--- config.mk ---
export PLATFORM = sky130hd
export DESIGN_NAME = rmtea_sqrt_stage
export DESIGN_NICKNAME = d
export VERILOG_FILES = /design/src/rmtea_pkg.sv /design/src/rmtea_sqrt_stage.sv
export SDC_FILE = /design/constraint.sdc
export NUM_CORES = 1
export LEC_CHECK = 0
export ABC_AREA = 1
export ABC_CLOCK_PERIOD_IN_PS = 2300
export BUFFER_PORTS_ARGS = -buffer_cell sky130_fd_sc_hd__buf_2
export CELL_PAD_IN_SITES_DETAIL_PLACEMENT = 0
export CELL_PAD_IN_SITES_GLOBAL_PLACEMENT = 2
export CORE_UTILIZATION = 26
export DETAILED_ROUTE_END_ITERATION = 7
export MAX_ROUTING_LAYER = met4
export PLACE_DENSITY_LB_ADDON = 0.1
export SYNTH_ARGS = -nofsm -noshare
export SYNTH_HDL_FRONTEND = slang
export SYNTH_SLANG_ARGS = --single-unit
--- constraint.sdc ---
create_clock -name i_clk -period 2.3 [get_ports i_clk]
set_input_delay 0.345 -clock i_clk [delete_from_list [all_inputs] [get_ports i_clk]]
set_output_delay 0.345 -clock i_clk [all_outputs]
set_load 0.1 [all_outputs]
--- src/rmtea_pkg.sv ---
`timescale 1ns / 1ps
`default_nettype none

package rmtea_pkg;

    localparam int ELEMENT_FRAC_BITS_DEF = 16;
    localparam int ANGLE_FRAC_BITS_DEF   = 8;

    localparam int NORM_W       = 32;
    localparam int PRE_SCALE    = 8;
    localparam int ZFRAC        = 16;
    localparam int CW           = 44;
    localparam int ZW           = 27;
    localparam int SQ_W         = 64;
    localparam int SQRT_STEPS   = 32;
    localparam int CORDIC_STEPS = 23;
    localparam int LANES        = 4;

    localparam int LANE_B  = 0;
    localparam int LANE_A  = 1;
    localparam int LANE_C  = 2;
    localparam int LANE_CS = 3;

    localparam logic signed [ZW-1:0] DEG90    = ZW'(90 * 65536);
    localparam logic signed [ZW-1:0] DEG180   = ZW'(180 * 65536);
    localparam logic signed [ZW:0]   SING_TOL = (ZW+1)'(3754);

    typedef enum logic [1:0] {
        CASE_NORMAL = 2'd0,
        CASE_POS    = 2'd1,
        CASE_NEG    = 2'd2
    } t_case;

    typedef struct packed {
        logic signed [CW-1:0] x;
        logic signed [CW-1:0] y;
        logic signed [ZW-1:0] z;
    } t_lane;

    typedef t_lane [LANES-1:0] t_lane_vec;

    function automatic logic signed [ZW-1:0] atan_t(input int unsigned i);
        case (i)
            0:       return ZW'(2949120);
            1:       return ZW'(1740967);
            2:       return ZW'(919879);
            3:       return ZW'(466945);
            4:       return ZW'(234379);
            5:       return ZW'(117304);
            6:       return ZW'(58666);
            7:       return ZW'(29335);
            8:       return ZW'(14668);
            9:       return ZW'(7334);
            10:      return ZW'(3667);
            11:      return ZW'(1833);
            12:      return ZW'(917);
            13:      return ZW'(458);
            14:      return ZW'(229);
            15:      return ZW'(115);
            16:      return ZW'(57);
            17:      return ZW'(29);
            18:      return ZW'(14);
            19:      return ZW'(7);
            20:      return ZW'(4);
            21:      return ZW'(2);
            22:      return ZW'(1);
            default: return '0;
        endcase
    endfunction

    function automatic t_lane prerot(input logic signed [CW-1:0] y,
                                     input logic signed [CW-1:0] x);
        t_lane l;
        l.x = x;
        l.y = y;
        l.z = '0;
        if (x[CW-1]) begin
            l.z = y[CW-1] ? -DEG180 : DEG180;
            l.x = -x;
            l.y = -y;
        end
        return l;
    endfunction

endpackage

`default_nettype wire

--- src/rmtea_sqrt_stage.sv ---
`timescale 1ns / 1ps
`default_nettype none

module rmtea_sqrt_stage #(
    parameter int STEP   = 0,
    parameter int SIDE_W = 126
) (
    input  wire logic                           i_clk,
    input  wire logic                           i_rst_n,
    input  wire logic                           i_en,
    input  wire logic                           i_valid,
    input  wire logic [rmtea_pkg::SQ_W-1:0]     i_n,
    input  wire logic [rmtea_pkg::SQ_W-1:0]     i_r,
    input  wire logic [SIDE_W-1:0]              i_side,
    output logic                                o_valid,
    output logic [rmtea_pkg::SQ_W-1:0]          o_n,
    output logic [rmtea_pkg::SQ_W-1:0]          o_r,
    output logic [SIDE_W-1:0]                   o_side
);
    import rmtea_pkg::*;

    localparam logic [SQ_W-1:0] BIT = SQ_W'(1) << (SQ_W - 2 - 2 * STEP);

    logic [SQ_W-1:0] w_t;
    logic [SQ_W-1:0] n_n;
    logic [SQ_W-1:0] n_r;
    logic            r_valid;
    logic [SQ_W-1:0] r_n;
    logic [SQ_W-1:0] r_r;
    logic [SIDE_W-1:0] r_side;

    always_comb begin
        w_t = i_r + BIT;
        if (i_n >= w_t) begin
            n_n = i_n - w_t;
            n_r = (i_r >> 1) + BIT;
        end else begin
            n_n = i_n;
            n_r = i_r >> 1;
        end
    end

    always_ff @(posedge i_clk) begin
        if (!i_rst_n) begin
            r_valid <= 1'b0;
        end else if (i_en) begin
            r_valid <= i_valid;
        end
    end

    always_ff @(posedge i_clk) begin
        if (i_en) begin
            r_n    <= n_n;
            r_r    <= n_r;
            r_side <= i_side;
        end
    end

    assign o_valid = r_valid;
    assign o_n     = r_n;
    assign o_r     = r_r;
    assign o_side  = r_side;

endmodule

`default_nettype wire

==> flow_metrics.env <==
export IMPL_instances_no_fill=3666
export IMPL_leakage_nw=12.6
export IMPL_cp_arrival_ns=2.45
export IMPL_period_minus_slack_ns=2.10
export IMPL_synthCells=1844
export IMPL_syn_to_final_growth_pct=59.1
export IMPL_fmaxAchievable_mhz=475
export IMPL_grt_use_met3=0.0358
export IMPL_drive_gt1_frac=0.321
export IMPL_synth_cell_area_mm2=0.0149
export IMPL_regArea_mm2=0.00765
export IMPL_avgSynthCellArea_um2=8.06
export IMPL_drv_slew=0
export IMPL_rows=87
export IMPL_hold_viol_final=0
export IMPL_final_cell_mix="756 x nand2_1, 511 x buf_2, 397 x inv_1, 305 x buf_4, 254 x edfxtp_1"
export IMPL_multiInputGateArea_mm2=0.00557
export IMPL_clk_latency_ns=0.58
export IMPL_final_common_cell="nand2_1"
export IMPL_crit_path_start_kind="primary input"
export IMPL_post_route_period_util=0.915
export IMPL_synth_edf_count=254
export IMPL_grt_max_degree=55
export IMPL_numPortBuffers=512
export IMPL_crit_path_end_kind="flip-flop"
export IMPL_gp_congestion=0.935
export IMPL_vdd_ir_drop_max_v=0.000537
export IMPL_fin_tns_setup_ns=0
export IMPL_status="finished clean"
export IMPL_viasPerCell=4.12
export IMPL_slew_headroom=0.611
export IMPL_synth_nets=2167
export IMPL_async_flop_share=0
export IMPL_grt_pass1_wl_mm=92.7
export IMPL_ys_warn_count=0
export IMPL_dr_pass1_iters=5
export IMPL_clock_path_buffers=3
export IMPL_drtIter0Drc=757
export IMPL_numCtsBuffers=31
export IMPL_grt_pass1_vias=15300
export IMPL_power_density_mw_per_mm2=756
export IMPL_crit_type="primary input to flip-flop"
export IMPL_core_area_mm2=0.0564
export IMPL_skew_ns=0
export IMPL_final_util=0.419
export IMPL_use_met2=0.362
export IMPL_htree_levels=1
export IMPL_hold_class="primary input to flip-flop"
export IMPL_wl_per_cell_um=17.7
export IMPL_dp_cells=3414
export IMPL_busiest_layer="met2"
export IMPL_worst_slew_pin_slew_ns=0.588
export IMPL_vias=15100
export IMPL_dieArea_mm2=0.0581
export IMPL_drc=0
export IMPL_ys_flop_type="edfxtp_1"
export IMPL_cts_root_buffer="clkbuf_16"
export IMPL_routed_wl_mm=64.9
export IMPL_synth_cell_types=34
export IMPL_ant_nets=0
export IMPL_yosysSeqAreaShare=0.514
export IMPL_fp_dieW_um=241
export IMPL_fillers=5885
export IMPL_track_usage=0.224
export IMPL_cts_tree="done"
export IMPL_crit_path_max_fanout=4
export IMPL_rsz0062_at_grt="false"
export IMPL_io_pin_count=513
export IMPL_synth_ff_latch_count=255
export IMPL_initial_core_util=0.264
export IMPL_drv_cap=0
export IMPL_crit_required_ns=2.64
export IMPL_overflow=0
export IMPL_die_h_um=241
export IMPL_hpwlAfterDp_mm=54.1
export IMPL_antenna_found_initial=9
export IMPL_clock_sinks=255
export IMPL_grt_use_met1=0.288
export IMPL_nNetsFinal=3202
export IMPL_clkTransAtPathRegs_ns=0.06
export IMPL_setup_viol=0
-- cells in the mapped netlist, types with 10 or more instances --
cell      instances  area, um2
nor2_2           10       62.6
inv_2            10       37.5
nand2_2          12       75.1
nand2_1         756       2840
inv_1           397       1490
edfxtp_1        254       7630
nand4_1          20        125
nand3_1          80        400
nor2_1          108        405
xor2_1           30        263
a21oi_1          42        210
nand3_2          11        110
ha_1             64        801
-- power breakdown --
part | switching, mW | total (mW) | internal, mW
Combinational | 5.43 | 7.27 | 1.84
Sequential | 0.122 | 5.80 | 5.67
Clock | 2.02 | 4.80 | 2.78
-- through the flow --
step	hold slack (ns)	cell area [um2]	worst slack [ns]	total power, mW
after floorplan	0.438	14900	0.0481	10.7
after global placement	0.521	20800	-0.563	13.0
after detailed placement	0.523	20800	-0.541	13.0
after CTS	0.00250	23600	0.0895	18.1
after global routing	0.0163	23600	0.0288	18.7
final	0.0357	23600	0.196	17.9
-- repair_timing --
item | 4_1_cts | 5_1_grt
hold buffers | 188 | 0
hold endpoints to repair | 187 | 0
setup endpoints to repair | 0 | 2
resized for setup | 0 | 1
setup buffers | 0 | 0
-- critical path: stages --
cell     delay [ns]
buf_2          0.11
ha_1           0.35
nand2_1        0.20
inv_1          0.06
nand2_1        0.06
nand2_1        0.09
inv_1          0.06
nand3_1        0.25
nand2_1        0.14
nand2_1        0.20
nand2_1        0.18
nand4_1        0.17
nand3_1        0.16
nand2_1        0.06
-- registers in the layout, summed over array words and instances, names as in the netlist --
signal and flops:
o_side 126, o_valid 1, o_n 64, o_r 64
-- final timing paths --
path | endpoint | slack (ns) | startpoint | cells past startpoint
setup reg to reg | o_valid | 1.11 | o_valid | 3
hold reg to reg | o_valid | 1.10 | o_valid | 3
hold / removal | o_r[8] | 0.04 | i_r[9] | 2
setup / recovery | o_n[50] | 0.20 | i_n[9] | 14
-- cell type report --
cell class | instances | area share
diodes | 9 | 0.000952
clock buffers | 32 | 0.0330
clock inverters | 23 | 0.00868
inverters | 409 | 0.0650
multi-input cells | 1167 | 0.235
flip-flops and latches | 255 | 0.323
well taps | 756 | 0.0400
repair buffers | 1015 | 0.294
-- logic make-up (layout without fill, tap and decap cells) --
| kind of cell | after synthesis | after routing | synth area share |
|---|---|---|---|
| buf+inv | 422 | 1479 | 0.112 |
| xor+xnor | 32 | 32 | 0.0189 |
| fa+ha+maj | 65 | 65 | 0.0552 |
| flops | 255 | 255 | 0.514 |
| simple gates | 1017 | 1017 | 0.282 |
| other cells | 0 | 9 | 0 |
| compound gates | 53 | 53 | 0.0184 |
-- per-layer routing --
| layer | share of wire | vias to the layer above |
|---|---|---|
| met5 | 0 | - |
| met4 | 0.026 | 0 |
| met3 | 0.056 | 65 |
| met2 | 0.46 | 399 |
| met1 | 0.46 | 6854 |
| li1 | - | 7782 |
Note: power is estimated with default switching activity, not from simulation.
