[src/rmtea_pkg.sv]
`timescale 1ns / 1ps
`default_nettype none

package rmtea_pkg;

    localparam int ELEMENT_FRAC_BITS_DEF = 16;
    localparam int ANGLE_FRAC_BITS_DEF   = 8;

    localparam int NORM_W       = 32;
    localparam int PRE_SCALE    = 8;
    localparam int ZFRAC        = 16;
    localparam int CW           = 44;
    localparam int ZW           = 27;
    localparam int SQ_W         = 64;
    localparam int SQRT_STEPS   = 32;
    localparam int CORDIC_STEPS = 23;
    localparam int LANES        = 4;

    localparam int LANE_B  = 0;
    localparam int LANE_A  = 1;
    localparam int LANE_C  = 2;
    localparam int LANE_CS = 3;

    localparam logic signed [ZW-1:0] DEG90    = ZW'(90 * 65536);
    localparam logic signed [ZW-1:0] DEG180   = ZW'(180 * 65536);
    localparam logic signed [ZW:0]   SING_TOL = (ZW+1)'(3754);

    typedef enum logic [1:0] {
        CASE_NORMAL = 2'd0,
        CASE_POS    = 2'd1,
        CASE_NEG    = 2'd2
    } t_case;

    typedef struct packed {
        logic signed [CW-1:0] x;
        logic signed [CW-1:0] y;
        logic signed [ZW-1:0] z;
    } t_lane;

    typedef t_lane [LANES-1:0] t_lane_vec;

    function automatic logic signed [ZW-1:0] atan_t(input int unsigned i);
        case (i)
            0:       return ZW'(2949120);
            1:       return ZW'(1740967);
            2:       return ZW'(919879);
            3:       return ZW'(466945);
            4:       return ZW'(234379);
            5:       return ZW'(117304);
            6:       return ZW'(58666);
            7:       return ZW'(29335);
            8:       return ZW'(14668);
            9:       return ZW'(7334);
            10:      return ZW'(3667);
            11:      return ZW'(1833);
            12:      return ZW'(917);
            13:      return ZW'(458);
            14:      return ZW'(229);
            15:      return ZW'(115);
            16:      return ZW'(57);
            17:      return ZW'(29);
            18:      return ZW'(14);
            19:      return ZW'(7);
            20:      return ZW'(4);
            21:      return ZW'(2);
            22:      return ZW'(1);
            default: return '0;
        endcase
    endfunction

    function automatic t_lane prerot(input logic signed [CW-1:0] y,
                                     input logic signed [CW-1:0] x);
        t_lane l;
        l.x = x;
        l.y = y;
        l.z = '0;
        if (x[CW-1]) begin
            l.z = y[CW-1] ? -DEG180 : DEG180;
            l.x = -x;
            l.y = -y;
        end
        return l;
    endfunction

endpackage

`default_nettype wire

[src/rmtea_out.sv]
`timescale 1ns / 1ps
`default_nettype none

module rmtea_out #(
    parameter int ANGLE_FRAC_BITS = rmtea_pkg::ANGLE_FRAC_BITS_DEF
) (
    input  wire logic                        i_clk,
    input  wire logic                        i_rst_n,
    input  wire logic                        i_en,
    input  wire logic                        i_valid,
    input  wire rmtea_pkg::t_lane_vec        i_lanes,
    output logic                             o_valid,
    output logic [ANGLE_FRAC_BITS+8:0]       o_angle_a,
    output logic [ANGLE_FRAC_BITS+7:0]       o_angle_b,
    output logic [ANGLE_FRAC_BITS+8:0]       o_angle_c,
    output logic [1:0]                       o_case_code
);
    import rmtea_pkg::*;

    localparam int AC_W = ANGLE_FRAC_BITS + 9;
    localparam int B_W  = ANGLE_FRAC_BITS + 8;
    localparam int RS   = ZFRAC - ANGLE_FRAC_BITS;
    localparam logic [ZW-1:0] HALF   = (ZW'(1) << RS) >> 1;
    localparam logic [ZW-1:0] LIM_AC = ZW'(180) << ANGLE_FRAC_BITS;
    localparam logic [ZW-1:0] LIM_B  = ZW'(90) << ANGLE_FRAC_BITS;

    logic signed [ZW:0]   w_dp;
    logic signed [ZW:0]   w_dm;
    logic signed [ZW-1:0] w_a;
    logic signed [ZW-1:0] w_b;
    logic signed [ZW-1:0] w_c;
    t_case                w_code;

    logic        r_x_valid;
    logic [ZW-1:0] r_a_mag, r_b_mag, r_c_mag;
    logic        r_a_neg, r_b_neg, r_c_neg;
    t_case       r_x_code;

    logic [ZW-1:0] w_qa, w_qb, w_qc;
    logic [ZW-1:0] w_sa, w_sb, w_sc;
    logic [ZW-1:0] n_a, n_b, n_c;

    logic          r_valid;
    logic [AC_W-1:0] r_angle_a;
    logic [B_W-1:0]  r_angle_b;
    logic [AC_W-1:0] r_angle_c;
    t_case           r_code;

    always_comb begin
        w_b  = i_lanes[LANE_B].z;
        w_dp = (ZW+1)'(w_b) - (ZW+1)'(DEG90);
        w_dm = (ZW+1)'(w_b) + (ZW+1)'(DEG90);
        if (w_dp <= SING_TOL && w_dp >= -SING_TOL) begin
            w_code = CASE_POS;
            w_a    = '0;
            w_c    = i_lanes[LANE_CS].z;
        end else if (w_dm <= SING_TOL && w_dm >= -SING_TOL) begin
            w_code = CASE_NEG;
            w_a    = '0;
            w_c    = -i_lanes[LANE_CS].z;
        end else begin
            w_code = CASE_NORMAL;
            w_a    = i_lanes[LANE_A].z;
            w_c    = i_lanes[LANE_C].z;
        end
    end

    always_ff @(posedge i_clk) begin
        if (!i_rst_n) begin
            r_x_valid <= 1'b0;
            r_valid   <= 1'b0;
        end else if (i_en) begin
            r_x_valid <= i_valid;
            r_valid   <= r_x_valid;
        end
    end

    always_ff @(posedge i_clk) begin
        if (i_en) begin
            r_a_neg  <= w_a[ZW-1];
            r_b_neg  <= w_b[ZW-1];
            r_c_neg  <= w_c[ZW-1];
            r_a_mag  <= w_a[ZW-1] ? ZW'(-w_a) : ZW'(w_a);
            r_b_mag  <= w_b[ZW-1] ? ZW'(-w_b) : ZW'(w_b);
            r_c_mag  <= w_c[ZW-1] ? ZW'(-w_c) : ZW'(w_c);
            r_x_code <= w_code;
        end
    end

    always_comb begin
        w_qa = (r_a_mag + HALF) >> RS;
        w_qb = (r_b_mag + HALF) >> RS;
        w_qc = (r_c_mag + HALF) >> RS;
        w_sa = (w_qa > LIM_AC) ? LIM_AC : w_qa;
        w_sb = (w_qb > LIM_B) ? LIM_B : w_qb;
        w_sc = (w_qc > LIM_AC) ? LIM_AC : w_qc;
        n_a  = r_a_neg ? -w_sa : w_sa;
        n_b  = r_b_neg ? -w_sb : w_sb;
        n_c  = r_c_neg ? -w_sc : w_sc;
    end

    always_ff @(posedge i_clk) begin
        if (i_en) begin
            r_angle_a <= n_a[AC_W-1:0];
            r_angle_b <= n_b[B_W-1:0];
            r_angle_c <= n_c[AC_W-1:0];
            r_code    <= r_x_code;
        end
    end

    assign o_valid     = r_valid;
    assign o_angle_a   = r_angle_a;
    assign o_angle_b   = r_angle_b;
    assign o_angle_c   = r_angle_c;
    assign o_case_code = r_code;

endmodule

`default_nettype wire

[config.mk]
export PLATFORM = sky130hd
export DESIGN_NAME = rmtea_out
export DESIGN_NICKNAME = d
export VERILOG_FILES = /design/src/rmtea_pkg.sv /design/src/rmtea_out.sv
export SDC_FILE = /design/constraint.sdc
export NUM_CORES = 1
export LEC_CHECK = 0
export BUFFER_PORTS_ARGS = -buffer_cell sky130_fd_sc_hd__buf_2
export CORE_AREA = 2 2 199 201
export DETAILED_ROUTE_END_ITERATION = 10
export DIE_AREA = 0 0 201 203
export SYNTH_ARGS = -nofsm -noshare
export SYNTH_HDL_FRONTEND = slang
export SYNTH_SLANG_ARGS = --single-unit
export TNS_END_PERCENT = 100
[constraint.sdc]
create_clock -name i_clk -period 5.12 [get_ports i_clk]
set_input_delay 1.024 -clock i_clk [delete_from_list [all_inputs] [get_ports i_clk]]
set_output_delay 1.024 -clock i_clk [all_outputs]
set_load 0.1 [all_outputs]
==> results.sh, run 1 <==
export IMPL_fp_dieH_microns=203
export IMPL_post_cts_buffers=0
export IMPL_syn_nets=1548
export IMPL_grt_ovfl_total=0
export IMPL_numCtsBuffers=17
export IMPL_antenna_found_initial=2
export IMPL_cts_htree_levels=4
export IMPL_cts_buffer_depth=2
export IMPL_required_ns=5.28
export IMPL_maxSlewViolCount=0
export IMPL_path_cells="buf_2, inv_1, ha_1, and4b_1, a2111oi_0, a211oi_1, a311oi_1, a32o_2, nor2_1, a211o_1, or4b_1, nor3_4, a31oi_1, xor2_1"
export IMPL_drive_gt1_share_pct=20.4
export IMPL_synth_cells=1073
export IMPL_fin_crit_sh_pct=88.9
export IMPL_synth_simple_area_share_pct=25.5
export IMPL_rows=72
export IMPL_globalplace_congestion=0.832
export IMPL_insertion_delay_ns=0.41
export IMPL_cts_resized=0
export IMPL_crit_family="compound AO/OA/AOI/OAI gates"
export IMPL_cts_tree="built"
export IMPL_floorplan_initialDensity_pct=24.3
export IMPL_track_usage_pct=12.6
export IMPL_finalHoldViolations=0
export IMPL_synth_xor_area_share_pct=12.8
export IMPL_ys_seq_area_share_pct=38.0
export IMPL_postRouteAntennaNets=0
export IMPL_max_freq_ghz=0.220
export IMPL_grt_pass1_vias=8130
export IMPL_yosys_area_share_adder_pct=1.47
export IMPL_syn_to_final_growth_pct=21.2
export IMPL_ys_top_cells_by_area="edfxtp_1, xnor2_1, xor2_1, nand2_1, nor2_1"
export IMPL_ys_ff_latch=119
export IMPL_fin_tns_setup_ns=0
export IMPL_io_pins=517
export IMPL_num_fill_cells=4078
export IMPL_postSynthAreaPerCell_sq_um=8.71
export IMPL_setup_violations=0
export IMPL_cp_max_fo=9
export IMPL_initialDrtViolationCount=674
export IMPL_crit_path_top_delay_cell="or4b_1"
export IMPL_fin_ws_ns=0.570
export IMPL_wl_per_cell_microns=14.6
export IMPL_relSlewSlack_pct=18.5
export IMPL_synth_top_cell_area_share_pct=37.6
export IMPL_synthFlopType="edfxtp_1"
export IMPL_leakagePower_uw=0.00419
export IMPL_end_kind="register"
export IMPL_clkTransAtPathRegs_ns=0.06
export IMPL_grt_max_degree=49
export IMPL_routed_wl_microns=25500
export IMPL_vias=8353
export IMPL_ctsHoldBuffers=0
export IMPL_die_w_microns=201
export IMPL_rsz0062_at_grt="false"
export IMPL_drc_errors=0
export IMPL_first_pass_iters=5
export IMPL_cts_num_sinks=119
export IMPL_synth_most_common_cell="edfxtp_1"
export IMPL_tightestPinTransition_ns=1.21
export IMPL_fp_coreArea_sq_um=38500
export IMPL_pre_cts_ws_ns=0.0962
export IMPL_clock_skew_ns=0.00960
export IMPL_viasPerCell=4.77
export IMPL_vdd_drop_max_v=0.000199
export IMPL_min_path_type="reg -> reg"
export IMPL_synth_cell_type_count=81
export IMPL_path_class="in -> reg"
export IMPL_cpPeakStageDelay_ns=0.63
export IMPL_ys_top_cells_by_count="edfxtp_1, nand2_1, nor2_1, xnor2_1, xor2_1"
export IMPL_outcome="finished, final reports clean"
export IMPL_cp_arrival_ns=4.71
export IMPL_grt_pass1_wl_microns=42000
export IMPL_synth_edf_count=117
export IMPL_cellPowerDensity_nw_per_um2=281
export IMPL_synth_compound_area_share_pct=16.7
export IMPL_cts_root_buf="clkbuf_16"
export IMPL_syn_area_sq_um=9350
export IMPL_synth_top_family_by_area="simple AND/OR/NAND/NOR gates"
export IMPL_worst_setup_path_start_kind="primary input"
export IMPL_nets=1695
export IMPL_yosysTopAreaCell="edfxtp_1"
export IMPL_synth_warnings=0
export IMPL_die_area_sq_um=40800
export IMPL_portBuffers=164
export IMPL_maxCapViolCount=0
export IMPL_synth_mux_area_share_pct=1.79
export IMPL_dp_hpwl_microns=20000
export IMPL_crit_buf_inv=2
export IMPL_period_minus_slack_ns=4.55
export IMPL_async_flop_share_pct=0
[per-layer routing]
layer / vias up / routed length (microns) / GRT usage [%]
li1: 4245 / - / -
met3: 23 / 1080 / 2.63
met1: 3902 / 11100 / 15.0
met2: 181 / 13000 / 23.0
met4: 2 / 304 / 3.44
met5: - / 13 / 0
[through the flow]
| step | hold WS [ns] | cells | power [uW] | utilization [%] | area [sq um] |
|---|---|---|---|---|---|
| after floorplan | 0.400 | 1073 | 1810 | - | 9350 |
| after global placement | 0.403 | 1719 | 2020 | 28.0 | 10800 |
| after detailed placement | 0.405 | 1719 | 2030 | 28.0 | 10800 |
| after CTS | 0.420 | 1751 | 3220 | 29.5 | 11300 |
| after global routing | 0.437 | 1751 | 3340 | 29.5 | 11300 |
| final | 0.418 | 1752 | 3180 | 29.5 | 11300 |
[layout by cell type (no fill, tap or decap), types with 7 or more instances in the layout]
master	count
or3_1	13
nand4_1	22
ha_1	11
inv_1	28
nand2b_1	13
o31ai_1	16
a21oi_1	50
nor2_1	110
buf_4	24
buf_2	163
nor4_1	14
a211o_1	7
o21ai_0	54
xor2_1	61
nor2b_1	16
nand2_1	114
clkbuf_16	17
edfxtp_1	117
mux2i_1	10
and3_1	13
nand3_1	47
a31oi_1	26
o21a_1	10
nor3_1	41
and2_1	9
o22ai_1	12
xnor2_1	74
[final timing paths]
check	to	slack (ns)	cells past startpoint	from
setup / recovery	r_c_mag[24]	0.57	14	i_lanes[18]
hold / removal	o_case_code[1]	0.42	0	r_x_code[1]
setup reg to reg	o_angle_a[14]	0.85	16	r_a_mag[9]
hold reg to reg	o_case_code[1]	0.42	0	r_x_code[1]
[where the power goes]
group	switching [uW]	total, uW	internal [uW]
logic	518	748	230
clock network	452	1170	720
registers	87.6	1270	1180
total	1060	3180	2130
[logic make-up (layout without fill, tap and decap cells)]
| kind of cell | after synthesis | count (layout) |
|---|---|---|
| and+or+nand+nor | 463 | 463 |
| AOI/OAI and AO/OA | 240 | 240 |
| xor gates and xnor gates | 136 | 136 |
| DFF | 119 | 119 |
| buffers and inverters | 88 | 248 |
| muxes | 16 | 16 |
| adders and majority gates | 11 | 11 |
| other | 0 | 1 |
[flip-flops by register name, summed over array words and instances (netlist names)]
| name | flops |
|---|---|
| r_c_neg | 1 |
| o_angle_a | 17 |
| r_x_valid | 1 |
| o_angle_b | 16 |
| r_b_mag | 20 |
| r_a_mag | 20 |
| r_x_code | 2 |
| o_case_code | 2 |
| r_a_neg | 1 |
| o_valid | 1 |
| o_angle_c | 17 |
| r_b_neg | 1 |
| r_c_mag | 20 |
[area by class of cell]
cell class	instances	area, sq um	area share, %
inverter	29	109	0.960
tap	518	648	5.72
sequential	119	3550	31.3
antenna	1	2.50	0.0221
timing repair buffer	187	996	8.79
clock inverter	14	150	1.32
multi-input combinational	866	5450	48.1
clock buffer	18	429	3.79
Note: power is estimated with default switching activity, not from simulation.
==> inputs of run 2 (changes only) <==
Settings changed: ABC_AREA set to 1, GPL_TIMING_DRIVEN set to 1.
==> run 2 against run 1 <==
  * Clock skew increased by 0.0077 ns
  * Maximum frequency increased by 7.1%
  * Critical path depth increased by 11
  * Clock power increased by 4%
  * Hold slack got worse by 0.0027 ns
  * Via count increased by 31%
  * Die area unchanged
  * Sequential power about the same
  * Critical endpoint unchanged
  * Cell count increased by 33%
  * Power increased by 7.0%
==> results.sh, run 2 <==
export IMPL_fp_dieH_microns=203
export IMPL_cts_resized=0
export IMPL_synth_cell_type_count=57
export IMPL_worst_setup_path_start_kind="primary input"
export IMPL_layout_cells_non_filler=2325
export IMPL_hold_depth=0
export IMPL_maxCapViolCount=0
export IMPL_grt_pass1_wl_microns=54600
export IMPL_tightestPinTransition_ns=1.19
export IMPL_max_freq_ghz=0.235
export IMPL_cts_num_sinks=119
export IMPL_ys_top_cells_by_count="nand2_1, nor2_1, inv_1, nand3_1, edfxtp_1"
export IMPL_grt_ovfl_total=0
export IMPL_antenna_found_initial=8
export IMPL_drc_errors=0
export IMPL_wl_per_cell_microns=14.3
export IMPL_routed_wl_microns=33300
export IMPL_reg_largest_list="r_a_mag (20), r_b_mag (20), r_c_mag (20)"
export IMPL_cts_buffer_depth=2
export IMPL_rrSetupSlack_ns=1.67
export IMPL_min_to="o_case_code[0]"
export IMPL_maxSlewViolCount=0
export IMPL_syn_area_sq_um=11200
export IMPL_crit_path_top_delay_cell="nor2_2"
export IMPL_cpPeakStageDelay_ns=0.95
export IMPL_final_common_cell="nand2_1"
export IMPL_numCtsBuffers=17
export IMPL_cts_root_buf="clkbuf_16"
export IMPL_clock_skew_ns=0.0173
export IMPL_fp_coreArea_sq_um=38500
export IMPL_syn_to_final_growth_pct=16.8
export IMPL_cts_htree_levels=4
export IMPL_cp_max_fo=25
export IMPL_synth_top_cell_area_share_pct=31.5
export IMPL_min_path_type="reg -> reg"
export IMPL_vdd_drop_max_v=0.000259
export IMPL_finalHoldViolations=0
export IMPL_clkTransAtPathRegs_ns=0.07
export IMPL_dp_cells=2286
export IMPL_cts_tree="built"
export IMPL_min_delay_start="r_x_code[0]"
export IMPL_end_kind="register"
export IMPL_rsz0062_at_grt="false"
export IMPL_insertion_delay_ns=0.42
export IMPL_async_flop_share_pct=0
export IMPL_viasPerCell=4.72
export IMPL_cellPowerDensity_nw_per_um2=261
export IMPL_ys_top_cells_by_area="edfxtp_1, nand2_1, nor2_1, nand3_1, xor2_1"
export IMPL_post_cts_buffers=0
export IMPL_fin_crit_sh_pct=83.0
export IMPL_synth_warnings=0
export IMPL_cp_arrival_ns=4.42
export IMPL_required_ns=5.29
export IMPL_postSynthAreaPerCell_sq_um=6.84
export IMPL_r2r_cells=20
export IMPL_postRouteAntennaNets=0
export IMPL_setup_violations=0
export IMPL_grt_pass1_vias=10500
export IMPL_p_total_uw=3410
export IMPL_globalplace_congestion=0.906
export IMPL_synthFlopType="edfxtp_1"
export IMPL_ys_seq_area_share_pct=31.8
export IMPL_first_pass_iters=5
export IMPL_ctsHoldBuffers=0
export IMPL_final_cell_mix="nand2_1, nor2_1, inv_1"
export IMPL_die_area_sq_um=40800
export IMPL_synth_edf_count=117
export IMPL_syn_nets=2108
export IMPL_yosysTopAreaCell="edfxtp_1"
export IMPL_crit_family="simple AND/OR/NAND/NOR gates"
export IMPL_path_class="in -> reg"
export IMPL_dp_hpwl_microns=27500
export IMPL_io_pins=517
export IMPL_outcome="finished, final reports clean"
export IMPL_initialDrtViolationCount=859
export IMPL_die_w_microns=201
export IMPL_portBuffers=164
export IMPL_ys_ff_latch=119
export IMPL_r2r_end="o_angle_c[14]"
export IMPL_fin_tns_setup_ns=0
export IMPL_floorplan_initialDensity_pct=29.0
export IMPL_relSlewSlack_pct=20.6
export IMPL_drive_gt1_share_pct=18.1
export IMPL_synth_cells=1633
export IMPL_synth_most_common_cell="nand2_1"
export IMPL_path_common_cell="nand2_1"
export IMPL_r2r_start="r_c_mag[7]"
export IMPL_leakagePower_uw=0.00591
export IMPL_rows=72
export IMPL_grt_max_degree=62
export IMPL_vias=11000
export IMPL_period_minus_slack_ns=4.25
export IMPL_nets=2262
export IMPL_crit_buf_inv=5
export IMPL_track_usage_pct=16.5
run 2: cell types whose count changed in the layout (fill, tap and decap cells not counted), moves of 35 or more:
cell / change
a21oi_1: -35
nand3_1: +117
nand2_1: +362
inv_1: +154
nor2_1: +109
xnor2_1: -37
run 2: worst max-delay path by stage:
stage / start / to / slack (ns) / depth (start not counted)
finish: i_lanes[17] / r_c_mag[24] / 0.87 / 25
global route: i_lanes[17] / r_c_mag[22] / 0.47 / 25
CTS: i_lanes[17] / r_c_mag[24] / 0.85 / 25
detailed placement: i_lanes[17] / r_c_mag[24] / 0.41 / 25
global placement: i_lanes[17] / r_c_mag[24] / 0.43 / 25
floorplan: i_lanes[17] / r_c_mag[19] / 1.81 / 22
run 2: metal layers:
layer	wire [microns]	global-route usage (%)	vias to the layer above
li1	-	-	5643
met1	14300	20.0	5007
met2	16700	29.9	277
met3	1620	2.60	45
met4	684	5.05	4
met5	22	0	-
run 2: kinds of logic (layout without fill, tap and decap cells):
kind of cell	after synthesis	count (layout)	share of synthesized area, %
other	0	7	0
AND/OR/NAND/NOR	1056	1056	43.0
multiplexers	2	2	0.179
buffers and inverters	231	398	8.81
flip-flops	119	119	31.8
AO/OA/AOI/OAI	94	94	5.56
XOR/XNOR	120	120	9.41
adder cells (fa/ha/maj)	11	11	1.23
run 2: layout make-up:
type / count / area (sq um)
Antenna cell: 7 / 17.5
Clock buffer: 17 / 425
Clock inverter: 15 / 178
Fill cell: 4127 / 25400
Inverter: 199 / 749
Multi-Input combinational cell: 1283 / 6630
Sequential cell: 119 / 3550
Tap cell: 518 / 648
Timing Repair Buffer: 167 / 846
run 2: power by group:
group,internal [uW],total (uW),switching [uW]
Combinational,233,932,698
Clock,703,1220,520
Sequential,1180,1250,69.4
Total,2120,3410,1290
run 2: metrics by stage:
| stage | util [%] | setup slack, ns | hold slack (ns) | instance area (sq um) |
|---|---|---|---|---|
| after floorplan | - | 1.81 | 0.400 | 11200 |
| after global placement | 32.3 | 0.429 | 0.405 | 12400 |
| after detailed placement | 32.3 | 0.407 | 0.420 | 12400 |
| after CTS | 33.9 | 0.851 | 0.410 | 13000 |
| after global routing | 33.9 | 0.474 | 0.424 | 13000 |
| final | 33.9 | 0.871 | 0.415 | 13000 |
==> inputs of run 3 (changes only) <==
Clock period 5.12 ns to 4.3 ns, I/O delays scaled along.
==> run 3 against run 2 <==
  * Register-to-register slack got worse by 0.87 ns
  * Non-clock buffer count rose by 11
  * Clock skew fell by 0.0041 ns
  * Count of clock-buffer cells in the layout did not move
  * Critical endpoint unchanged
  * Combinational power rose by 20%
  * Critical path type unchanged
  * Die area did not move
  * Cell count rose by 0.43%
  * Via count rose by 0.45%
==> results.sh, run 3 (synthesized netlist as in run 2, its figures left out) <==
export IMPL_insertion_delay_ns=0.42
export IMPL_final_common_cell="nand2_1"
export IMPL_io_pins=517
export IMPL_fp_coreArea_sq_um=38500
export IMPL_reg_largest_list="r_a_mag (20), r_b_mag (20), r_c_mag (20)"
export IMPL_routed_wl_microns=33400
export IMPL_outcome="finished, final reports clean"
export IMPL_cellPowerDensity_nw_per_um2=304
export IMPL_grt_ovfl_total=0
export IMPL_maxSlewViolCount=0
export IMPL_finalHoldViolations=0
export IMPL_cts_buffer_depth=2
export IMPL_cts_root_buf="clkbuf_16"
export IMPL_die_area_sq_um=40800
export IMPL_switchingPower_uw=1520
export IMPL_num_fill_cells=4146
export IMPL_viasPerCell=4.72
export IMPL_track_usage_pct=16.5
export IMPL_rows=72
export IMPL_p_comb_share_pct=28.1
export IMPL_ctsHoldBuffers=0
export IMPL_max_freq_ghz=0.262
export IMPL_maxCapViolCount=0
export IMPL_fin_crit_sh_pct=88.9
export IMPL_rsz0062_at_grt="false"
export IMPL_grt_pass1_vias=10600
export IMPL_clock_skew_ns=0.0133
export IMPL_cts_htree_levels=4
export IMPL_post_cts_buffers=0
export IMPL_leakagePower_uw=0.00594
export IMPL_postRouteAntennaNets=0
export IMPL_vias=11000
export IMPL_setup_violations=0
export IMPL_cp_max_fo=23
export IMPL_nets=2273
export IMPL_fin_hold_ws_ns=0.424
export IMPL_syn_to_final_growth_pct=17.3
export IMPL_grt_pass1_wl_microns=54200
export IMPL_path_common_cell="nand2_1"
export IMPL_cpPeakStageDelay_ns=0.90
export IMPL_cts_tree="built"
export IMPL_first_pass_iters=6
export IMPL_floorplan_initialDensity_pct=29.0
export IMPL_cp_arrival_ns=4.01
export IMPL_p_clk_share_pct=34.5
export IMPL_cts_resized=0
export IMPL_end_kind="register"
export IMPL_numCtsBuffers=17
export IMPL_layout_cells_non_filler=2335
export IMPL_dp_cells=2297
export IMPL_crit_family="simple AND/OR/NAND/NOR gates"
export IMPL_p_seq_share_pct=37.5
export IMPL_portBuffers=164
export IMPL_globalplace_congestion=0.915
export IMPL_drive_gt1_share_pct=18.6
export IMPL_fp_dieH_microns=203
export IMPL_min_path_type="reg -> reg"
export IMPL_worst_setup_path_start_kind="primary input"
export IMPL_initialDrtViolationCount=690
export IMPL_die_w_microns=201
export IMPL_tightestPinTransition_ns=1.21
export IMPL_fin_tns_setup_ns=0
export IMPL_power_switching_share_pct=38.2
export IMPL_period_minus_slack_ns=3.82
export IMPL_wl_per_cell_microns=14.3
export IMPL_clkTransAtPathRegs_ns=0.07
export IMPL_drc_errors=0
export IMPL_dp_hpwl_microns=27800
export IMPL_crit_buf_inv=5
export IMPL_relSlewSlack_pct=19.0
export IMPL_vdd_drop_max_v=0.000239
export IMPL_crit_path_top_delay_cell="nor2_2"
export IMPL_final_cell_mix="nand2_1, nor2_1, inv_1"
export IMPL_path_class="in -> reg"
export IMPL_grt_max_degree=57
export IMPL_power_internal_uw=2460
export IMPL_cts_num_sinks=119
export IMPL_antenna_found_initial=9
export IMPL_required_ns=4.49
==> run 3: final cells by class <==
| cell class | count | area, sq um | share of cell area [%] |
|---|---|---|---|
| Inverter | 199 | 749 | 5.72 |
| Clock buffer | 17 | 425 | 3.25 |
| Multi-Input combinational cell | 1283 | 6630 | 50.6 |
| Tap cell | 518 | 648 | 4.95 |
| Sequential cell | 119 | 3550 | 27.1 |
| Timing Repair Buffer | 178 | 928 | 7.09 |
| Clock inverter | 15 | 146 | 1.12 |
| Antenna cell | 6 | 15.0 | 0.115 |
==> run 3: worst register-to-register path: stages (launching register included) <==
cell	delay, ns
edfxtp_1	0.38
ha_1	0.28
nand2_1	0.12
nor2_2	0.17
nand2_1	0.13
nor3_2	0.15
xor2_1	0.30
nand2_1	0.10
nor2_1	0.16
nand3_1	0.08
nand3_1	0.09
nand2_2	0.23
nand2_1	0.17
ha_1	0.26
nand2_1	0.10
nor2_1	0.16
nand3_1	0.09
nand2_1	0.08
nand2_1	0.05
nand2_1	0.05
nand2_1	0.09
==> run 3: power by group through the flow <==
stage	Sequential [uW]	Clock, uW	Combinational [uW]
finish	1490	1370	1120
detailed placement	1510	0	1110
global placement	1510	0	1100
floorplan	1780	0	537
CTS	1490	1400	1120
global route	1500	1450	1220
==> run 3: path summary, 6_finish.rpt <==
check / start / end / slack (ns) / cells past startpoint
setup / recovery: i_lanes[18] / r_c_mag[24] / 0.48 / 25
hold / removal: r_x_code[0] / o_case_code[0] / 0.42 / 0
hold reg to reg: r_x_code[0] / o_case_code[0] / 0.42 / 0
setup reg to reg: r_c_mag[7] / o_angle_c[14] / 0.80 / 20
==> run 3: per-stage QoR <==
| step | power, uW | utilization, % | setup WS [ns] | cell area (sq um) |
|---|---|---|---|---|
| final | 3980 | 34.0 | 0.477 | 13100 |
| after global routing | 4170 | 34.0 | 0.158 | 13100 |
| after CTS | 4010 | 34.0 | 0.510 | 13100 |
| after detailed placement | 2630 | 32.5 | 0.0655 | 12500 |
| after global placement | 2620 | 32.5 | 0.0783 | 12500 |
| after floorplan | 2320 | - | 1.16 | 11200 |
==> run 3: layer usage <==
layer	global-route usage (%)	vias to the layer above	share of wire (%)
met3	3.00	44	5.0
met1	19.4	5030	42
li1	-	5674	-
met2	30.3	275	51
met5	0	-	0.039
met4	5.48	2	2.2
